[src/design/sgeb_pkg.sv]
// ----------------------------------------------------------------------------
// sgeb_pkg
// Shared types and constants of the separable Gaussian edge blur.
// ----------------------------------------------------------------------------
`default_nettype none

package sgeb_pkg;

    localparam int TAP_COUNT  = 17;
    localparam int HALF_TAPS  = 8;
    localparam int SUM_W      = 18;
    localparam int WEIGHT_W   = 7;

    // s/748 == (s>>2)/187; reciprocal rounded up, exact for all 16-bit dividends
    localparam logic [16:0] DIV_RECIP = 17'd89718;
    localparam int          DIV_SHIFT = 24;

    localparam logic [WEIGHT_W-1:0] GAUSS_TAPS [TAP_COUNT] = '{
        7'd9, 7'd15, 7'd24, 7'd34, 7'd46, 7'd59, 7'd70, 7'd77, 7'd80,
        7'd77, 7'd70, 7'd59, 7'd46, 7'd34, 7'd24, 7'd15, 7'd9
    };

    typedef enum logic [1:0] {
        CMD_WRITE = 2'd0,
        CMD_BLUR  = 2'd1,
        CMD_READ  = 2'd2,
        CMD_NOP   = 2'd3
    } cmd_t;

    typedef enum logic [1:0] {
        REG_WIDTH  = 2'd0,
        REG_HEIGHT = 2'd1,
        REG_RADIUS = 2'd2,
        REG_FORMAT = 2'd3
    } reg_idx_t;

    typedef enum logic [3:0] {
        ST_IDLE,
        ST_READ,
        ST_PIX,
        ST_COPY,
        ST_TAP,
        ST_DRAIN,
        ST_DIV,
        ST_WRITE
    } state_t;

    typedef struct packed {
        logic       clear;
        logic       acc;
        logic [1:0] lane;
    } mac_ctrl_t;

endpackage

`default_nettype wire

[src/design/sgeb_mac.sv]
// ----------------------------------------------------------------------------
// sgeb_mac
// Four-lane weighted accumulator with a shared divide-by-kernel-sum unit.
// ----------------------------------------------------------------------------
`default_nettype none

module sgeb_mac (
    input  wire logic                            aclk,
    input  wire logic                            aresetn,
    input  wire sgeb_pkg::mac_ctrl_t             ctrl,
    input  wire logic [31:0]                     pixel,
    input  wire logic [sgeb_pkg::WEIGHT_W-1:0]   weight,
    output logic      [7:0]                      quotient
);

    logic [sgeb_pkg::SUM_W-1:0] sum_reg  [4];
    logic [sgeb_pkg::SUM_W-1:0] sum_next [4];
    logic [15:0]                div_in;
    logic [32:0]                div_prod;

    always_comb begin
        for (int k = 0; k < 4; k++) begin
            if (ctrl.clear) begin
                sum_next[k] = '0;
            end else if (ctrl.acc) begin
                sum_next[k] = sum_reg[k] + sgeb_pkg::SUM_W'(pixel[8*k +: 8])
                                         * sgeb_pkg::SUM_W'(weight);
            end else begin
                sum_next[k] = sum_reg[k];
            end
        end
    end

    always_ff @(posedge aclk) begin
        if (!aresetn) begin
            for (int k = 0; k < 4; k++) sum_reg[k] <= '0;
        end else begin
            for (int k = 0; k < 4; k++) sum_reg[k] <= sum_next[k];
        end
    end

    assign div_in   = sum_reg[ctrl.lane][sgeb_pkg::SUM_W-1:2];
    assign div_prod = 33'(div_in) * 33'(sgeb_pkg::DIV_RECIP);
    assign quotient = div_prod[sgeb_pkg::DIV_SHIFT +: 8];

endmodule

`default_nettype wire

[config.mk]
export PLATFORM = sky130hd
export DESIGN_NAME = sgeb_mac
export DESIGN_NICKNAME = d
export VERILOG_FILES = /design/src/design/sgeb_pkg.sv /design/src/design/sgeb_mac.sv
export SDC_FILE = /design/constraint.sdc
export NUM_CORES = 1
export LEC_CHECK = 0
export ABC_CLOCK_PERIOD_IN_PS = 16500
export BUFFER_PORTS_ARGS = -buffer_cell sky130_fd_sc_hd__buf_2
export CORE_ASPECT_RATIO = 1.5
export CORE_MARGIN = 5
export CORE_UTILIZATION = 50
export CTS_CLUSTER_DIAMETER = 50
export DETAILED_ROUTE_END_ITERATION = 16
export GPL_ROUTABILITY_DRIVEN = 0
export PLACE_DENSITY_LB_ADDON = 0.3
export RECOVER_POWER = 50
export SETUP_SLACK_MARGIN = 0.1
export SLEW_MARGIN = 30
export SYNTH_ARGS = -nofsm -noshare
export SYNTH_HDL_FRONTEND = slang
export SYNTH_SLANG_ARGS = --single-unit
[constraint.sdc]
create_clock -name aclk -period 16.5 [get_ports aclk]
set_input_delay 2.475 -clock aclk [delete_from_list [all_inputs] [get_ports aclk]]
set_output_delay 2.475 -clock aclk [all_outputs]
set_load 0.02 [all_outputs]
==> results of run 1 <==
path summary, 6_finish.rpt:
kind	endpoint	cells past startpoint	slack, ns	from
hold / removal	sum_reg[0][17]	2	0.48	sum_reg[0][17]
setup reg to reg	sum_reg[1][17]	16	12.22	sum_reg[1][6]
setup / recovery	quotient[4]	22	5.35	ctrl[1]
hold reg to reg	sum_reg[0][17]	2	0.48	sum_reg[0][17]
cell usage after synthesis, drive strengths merged (8+ instances only):
| cell type | number | area, µm² |
|---|---|---|
| or2 | 8 | 50.1 |
| inv | 435 | 1630 |
| a211oi | 10 | 80.1 |
| nor3 | 29 | 145 |
| nand2 | 126 | 473 |
| mux4 | 16 | 360 |
| a21o | 28 | 210 |
| buf | 12 | 48.8 |
| xor2 | 30 | 263 |
| nor2b | 10 | 62.6 |
| xnor2 | 37 | 324 |
| nor2 | 92 | 345 |
| nand3 | 27 | 135 |
| clkbuf | 32 | 120 |
| and2 | 138 | 863 |
| mux2i | 46 | 460 |
| dfxtp | 72 | 1440 |
| a21oi | 42 | 214 |
| fa | 267 | 5350 |
| o21ai | 29 | 145 |
| ha | 295 | 3690 |
stage by stage:
stage,cell area [µm²],total power [mW],instances
6_report,18100,2.71,2324
5_1_grt,18100,3.08,2324
4_1_cts,18100,2.73,2324
3_5_place_dp,17800,2.53,2308
3_3_place_gp,17800,2.43,2307
2_1_floorplan,17100,1.98,1871
per-layer routing:
metal | up-vias | GRT usage [%] | wire length (µm)
met5 | - | 0 | 0
met1 | 6373 | 24.4 | 15300
met3 | 113 | 2.26 | 1150
li1 | 5944 | - | -
met4 | 0 | 9.34 | 1620
met2 | 255 | 44.0 | 23300
worst min-delay path: stages (launching register included):
cell	delay (ns)
dfxtp_1	0.32
nand2_1	0.05
mux2i_1	0.06
cell families (layout without fill, tap and decap cells):
| logic type | Yosys count | after routing | synth area share (%) |
|---|---|---|---|
| fa+ha+maj | 562 | 562 | 52.7 |
| buf+inv | 479 | 507 | 10.5 |
| simple gates | 456 | 456 | 13.1 |
| compound gates | 173 | 173 | 7.00 |
| flops | 72 | 72 | 8.41 |
| xor+xnor | 67 | 67 | 3.42 |
| mux | 62 | 62 | 4.79 |
power groups by stage:
| stage | Combinational, mW | Clock [mW] | Sequential, mW |
|---|---|---|---|
| after CTS | 2.28 | 0.195 | 0.254 |
| after floorplan | 1.75 | 0 | 0.233 |
| after detailed placement | 2.27 | 0 | 0.258 |
| final | 2.27 | 0.191 | 0.256 |
| after global placement | 2.17 | 0 | 0.258 |
| after global routing | 2.63 | 0.199 | 0.259 |
final cells by class:
| type | count | share of cell area, % |
|---|---|---|
| Multi-Input combinational cell | 1320 | 76.8 |
| Sequential cell | 72 | 7.97 |
| Tap cell | 425 | 2.94 |
| Clock buffer | 10 | 1.32 |
| Inverter | 435 | 9.03 |
| Timing Repair Buffer | 56 | 1.72 |
| Clock inverter | 6 | 0.194 |
==> metrics.md, run 1 <==
| Metric | Value |
|---|---|
| Longest Clk Path Bufs | `2` |
| Pwr per Cell Area | `approximately 150 mW/mm²` |
| Largest net degree at the start of global routing | `65` |
| Status | `finished, violations left` |
| Crit Path Max Fanout | `16` |
| Mapped Area | `about 0.017 mm²` |
| Post-synth EDFFs | `0` |
| Minimum clock period | `around 11 ns` |
| Routed Wire Length | `41300 µm` |
| Cts repair resizes | `0` |
| Global-route congestion overflow total | `0` |
| Multi-input gate area | `between 0.01 and 0.015 mm²` |
| Critical path's top delay family | `adder cells` |
| Synth cell types | `59` |
| Critical Path Max Stage Delay | `between 0.6 and 0.7 ns` |
| Max Slew Vio Count | `33` |
| Syn avg cell area | `9.16 µm²` |
| CTS Root Buffer Type | `clkbuf_16` |
| I/O pins | `between 50 and 60` |
| Fill count | `between 3k and 4k` |
| Critical path class | `in2out` |
| Failing checks | `capacitance limit, slew limit` |
| CTS Sinks | `between 70 and 80` |
| Leak | `9.84 nW` |
| Setup_tns | `0 ns` |
| Hold Path Class | `reg2reg` |
| Max-Cap Viols | `1` |
| Initial core utilization | `between 50% and 60%` |
| Data arrival time of the critical path | `a little under 9 ns` |
| Dpl hpwl | `roughly 35000 µm` |
| Worst Path Buf+Inv | `6` |
| Sw Pwr | `1.42 mW` |
| Clk_lat worst skew | `~0.37 ns` |
| Core region area | `roughly 0.034 mm²` |
| Relative slew margins | `-4.50%` |
| Tcrit/Tclk final | `~68%` |
| Post-DRT Antenna Nets | `0` |
| Int Pwr | `1.30 mW` |
| Worst IR Drop VDD | `between 0.1 and 0.15 mV` |
| Sequential power share | `9.4%` |
| Placement Setup Slack | `approximately 5.3 ns` |
| Sequential-to-total area share from yosys stat | `under 10%` |
| Via density per instance | `about 5.5` |
| Synth Instances | `~1.9k` |
| PnR worst setup slack | `roughly 5.4 ns` |
| Die width | `roughly 160 µm` |
| Worst-path clk slew | `about 0.06 ns` |
| Largest register FFs | `72` |
| Sw Share | `52.2%` |
| Initial DRC Count | `around 540` |
| Die span in y | `about 240 µm` |
| Die area | `between 0.03 and 0.04 mm²` |
| DR pass1 iterations | `5` |
| Post-CTS setup buffer count | `0` |
| Most frequent cells in the layout | `inv_1 (435), ha_1 (295), fa_1 (267)` |
| Number of synthesized register bits | `72` |
| Syn Nets | `between 2k and 2.5k` |
| Wire length per cell | `between 15 and 20 µm` |
| Primary FF master, synth | `dfxtp_1` |
| ANT cells | `0` |
| Required @ worst endpoint | `roughly 14 ns` |
| GRT Resource Usage Total | `roughly 23%` |
| Port Buffers | `52` |
| Worst Hold Margin | `0.475 ns` |
| Setup Skew | `between 0.006 and 0.007 ns` |
| Cell repeated most along the worst path | `fa_1` |
| Vias | `between 10k and 15k` |
| CTS tree | `yes` |
| Initial antenna violation count | `0` |
| CTS buffer count | `9` |
| Endpoints failing hold | `0` |
| Area grow syn2layout | `5.55%` |
| H-tree Lvls | `3` |
| YS warnings | `0` |
| Storage element area | `around 0.0014 mm²` |
| Combinational Power Share | `between 80 and 90%` |
| Commonest non-fill, non-tap cell in the layout | `inv_1` |
| Unrepaired setup endpoints after global routing | `no` |
| Crit path cell chain | `buf_2 > mux4_2 > ha_1 > inv_1 > fa_1 > inv_1 > fa_1 > fa_1 > fa_1 > inv_1 > fa_1 > inv_1 > ha_1 > nand3_1 > nor3_1 > o2111ai_1 > a31oi_1 > o21a_1 > o21a_1 > o21ai_0 > a21oi_1 > buf_2` |
| Fmax | `about 90 MHz` |
| Hold Buf Count CTS | `0` |
| Power share of the clock group | `7.0%` |
| Fraction of registers with async set/reset | `0%` |
| Fin util | `between 50% and 60%` |
| Layout cell share with drive strength beyond 1 | `~5.6%` |
| Endpoints failing setup | `0` |
| First-pass GRT wire length | `68600 µm` |
| Vias in the first global route | `14.1k` |
| Number of remaining DRC errors | `0` |
| Cell with the largest stage delay on the worst path | `mux4_2` |
| Critical Path Sink Type | `primary output` |
| Nets | `about 2.5k` |
| CP startpoint kind | `input pin` |
| FP Rows | `just over 80` |
| Worst Max-Slew Pin Slew | `about 1.6 ns` |
Power figures use the tool's default switching activity.
==> run 2: changes to the inputs <==
- ABC_AREA: default -> 1
- ABC_CLOCK_PERIOD_IN_PS: 16500 -> 11400
- clock period: 16.5 -> 11.4 ns (I/O delays scaled with it)
==> metrics.md, run 2 <==
| Metric | Value |
|---|---|
| Status | `finished, violations left` |
| Failing checks | `capacitance limit, slew limit` |
| Layout cell share with drive strength beyond 1 | `4.36%` |
| Post-DRT Antenna Nets | `0` |
| Die area | `between 0.04 and 0.05 mm²` |
| H-tree Lvls | `3` |
| Relative slew margins | `-70.2%` |
| Fill count | `3922` |
| Global-route congestion overflow total | `0` |
| Commonest non-fill, non-tap cell in the layout | `inv_1` |
| Reg2reg setup slack | `just under 8 ns` |
| Synth area leader | `fa_1` |
| Syn avg cell area | `6.98 µm²` |
| Crit Path Max Fanout | `37` |
| Number of synthesized register bits | `72` |
| Largest family of logic cells by synthesized area | `adder cells` |
| Post-synthesis adder-cell area fraction | `45.9%` |
| Dpl hpwl | `between 40000 and 50000 µm` |
| CTS buffer count | `9` |
| Critical Path Max Stage Delay | `0.55 ns` |
| Setup Skew | `~0.012 ns` |
| Mapped Area | `about 0.020 mm²` |
| Minimum clock period | `~9.5 ns` |
| GRT Resource Usage Total | `between 20% and 30%` |
| Routed Wire Length | `about 53000 µm` |
| Most frequent cell after synthesis | `inv_1` |
| Post-Place Cells | `between 3k and 4k` |
| Critical Path Sink Type | `primary output` |
| CTS Root Buffer Type | `clkbuf_16` |
| Tcrit/Tclk final | `approximately 83%` |
| Core region area | `0.0392 mm²` |
| Setup_tns | `0 ns` |
| FP Rows | `89` |
| Via density per instance | `5.11` |
| Nets | `between 3k and 4k` |
| Post-synthesis compound-gate area fraction | `under 10%` |
| Non-Filler Instances | `~3.3k` |
| YS warnings | `0` |
| Hold endpoint | `sum_reg[0][1]` |
| Critical path class | `in2out` |
| Mux contribution to synthesized area | `0%` |
| Hold Buf Count CTS | `0` |
| Synth Instances | `between 2k and 3k` |
| Reg-to-Reg Start | `sum_reg[2][6]` |
| Largest register FFs | `a little over 70` |
| Vias in the first global route | `between 15k and 20k` |
| Die span in y | `~250 µm` |
| Primary FF master, synth | `dfxtp_1` |
| Max-Cap Viols | `2` |
| Initial core utilization | `between 50 and 60%` |
| Post-synth EDFFs | `0` |
| Largest net degree at the start of global routing | `between 80 and 90` |
| Post-CTS setup buffer count | `0` |
| Most frequent cells in the layout | `inv_1 (835), nand2_1 (729), ha_1 (295)` |
| ANT cells | `0` |
| Unrepaired setup endpoints after global routing | `no` |
| CTS tree | `yes` |
| Required @ worst endpoint | `~9.7 ns` |
| R2r endpoint | `sum_reg[2][17]` |
| Hold_sp | `sum_reg[0][1]` |
| Crit path cell chain | `buf_2 > inv_4 > o21ai_0 > a21oi_1 > a21oi_1 > ha_1 > xnor2_1 > o21ai_0 > fa_1 > fa_1 > fa_1 > inv_1 > fa_1 > inv_1 > ha_1 > nand2_1 > inv_1 > a21oi_1 > o21ai_0 > nand2_1 > nand3_1 > nand2_1 > nand2_1 > buf_2` |
| Initial DRC Count | `around 800` |
| WHS Path Cells | `2` |
| Port Buffers | `52` |
| Longest Clk Path Bufs | `2` |
| Die width | `172 µm` |
| Sequential-to-total area share from yosys stat | `7.32%` |
| Fraction of registers with async set/reset | `0%` |
| Synth cell types | `39` |
| Number of remaining DRC errors | `0` |
| Synth area leaders | `fa_1 (27%), ha_1 (19%), inv_1 (16%)` |
| Area grow syn2layout | `5.27%` |
| Multi-input gate area | `roughly 0.015 mm²` |
| First-pass GRT wire length | `between 80000 and 90000 µm` |
| Cts repair resizes | `0` |
| Worst Max-Slew Pin Slew | `between 2 and 3 ns` |
| DR pass1 iterations | `5` |
| CTS Sinks | `72` |
| Wire length per cell | `15.7 µm` |
| Endpoints failing setup | `0` |
| Max Slew Vio Count | `86` |
| Storage element area | `around 0.0014 mm²` |
| Data arrival time of the critical path | `around 7.8 ns` |
| Fin util | `about 53%` |
| Simple-Gate Fraction of Synth Area | `22.5%` |
| Endpoints failing hold | `0` |
| Hold Path Class | `reg2reg` |
| Worst-path clk slew | `about 0.060 ns` |
| Post-synth top area share | `27.2%` |
| CP startpoint kind | `input pin` |
| Vias | `~17k` |
| Syn Nets | `roughly 3.4k` |
| Cell with the largest stage delay on the worst path | `a21oi_1` |
| Worst r2r path cells | `17` |
| I/O pins | `between 50 and 60` |
| Synth Area in XOR/XNOR | `between 1.5 and 2%` |
| Initial antenna violation count | `1` |
| Clk_lat worst skew | `between 0.3 and 0.4 ns` |
| Fmax | `around 110 MHz` |
| Post-synth top cells | `inv_1 (835), nand2_1 (725), ha_1 (295)` |
## run 2: changes by cell type after synthesis, sizes merged, moves of 10 or more
cell    before  now
a21oi       42  119
mux2i       46    0
nand2      126  742
nand3       27  115
mux4        16    0
nor2b       10    0
a211oi      10    0
o21ai       29   46
inv        435  848
a21o        28    6
and2       138    4
xnor2       37   13
nor3        29   11
nor2        92  151
## run 2: through the flow
step	setup slack, ns	hold slack, ns	area, µm²
3_3_place_gp	2.11	0.452	20400
5_1_grt	1.57	0.496	20700
6_report	1.90	0.468	20700
4_1_cts	2.01	0.472	20700
3_5_place_dp	2.02	0.464	20400
2_1_floorplan	3.01	0.444	19700
## run 2: worst max-delay path, delay by kind of cell
| family | cells | cell delay [ns] |
|---|---|---|
| AO/OA/AOI/OAI | 6 | 1.64 |
| XOR/XNOR | 1 | 0.21 |
| adder cells (fa/ha/maj) | 6 | 2.73 |
| buffers and inverters | 6 | 1.07 |
| AND/OR/NAND/NOR | 5 | 0.41 |
## run 2: logic make-up after synthesis
group / Yosys count
compound gates: 193
xor+xnor: 36
fa+ha+maj: 562
buf+inv: 900
flops: 72
simple gates: 1057
## run 2: layer usage
metal	vias to the layer above	wire (µm)	track usage, %
met1	8155	19100	26.6
met3	180	1830	2.90
li1	8326	-	-
met4	2	3260	13.3
met2	416	28300	47.4
met5	-	11	0
## run 2: worst max path at each step
stage,start,to,slack [ns],cells after the start
floorplan,ctrl[0],quotient[3],3.01,27
global placement,ctrl[0],quotient[1],2.11,24
detailed placement,ctrl[0],quotient[1],2.02,24
CTS,ctrl[0],quotient[1],2.01,24
global route,ctrl[0],quotient[1],1.57,24
finish,ctrl[0],quotient[1],1.90,24
## run 2: area by class of cell
type / count / share of cell area, %
multi-input cells: 1848 / 71.5
inverters: 848 / 15.4
flip-flops and latches: 72 / 6.96
well taps: 500 / 3.02
repair buffers: 61 / 1.59
clock buffers: 11 / 1.17
clock inverters: 4 / 0.374
Power of run 2 is not shown: default switching activity piles up to over one toggle a cycle in this logic, so the estimate is an artifact.
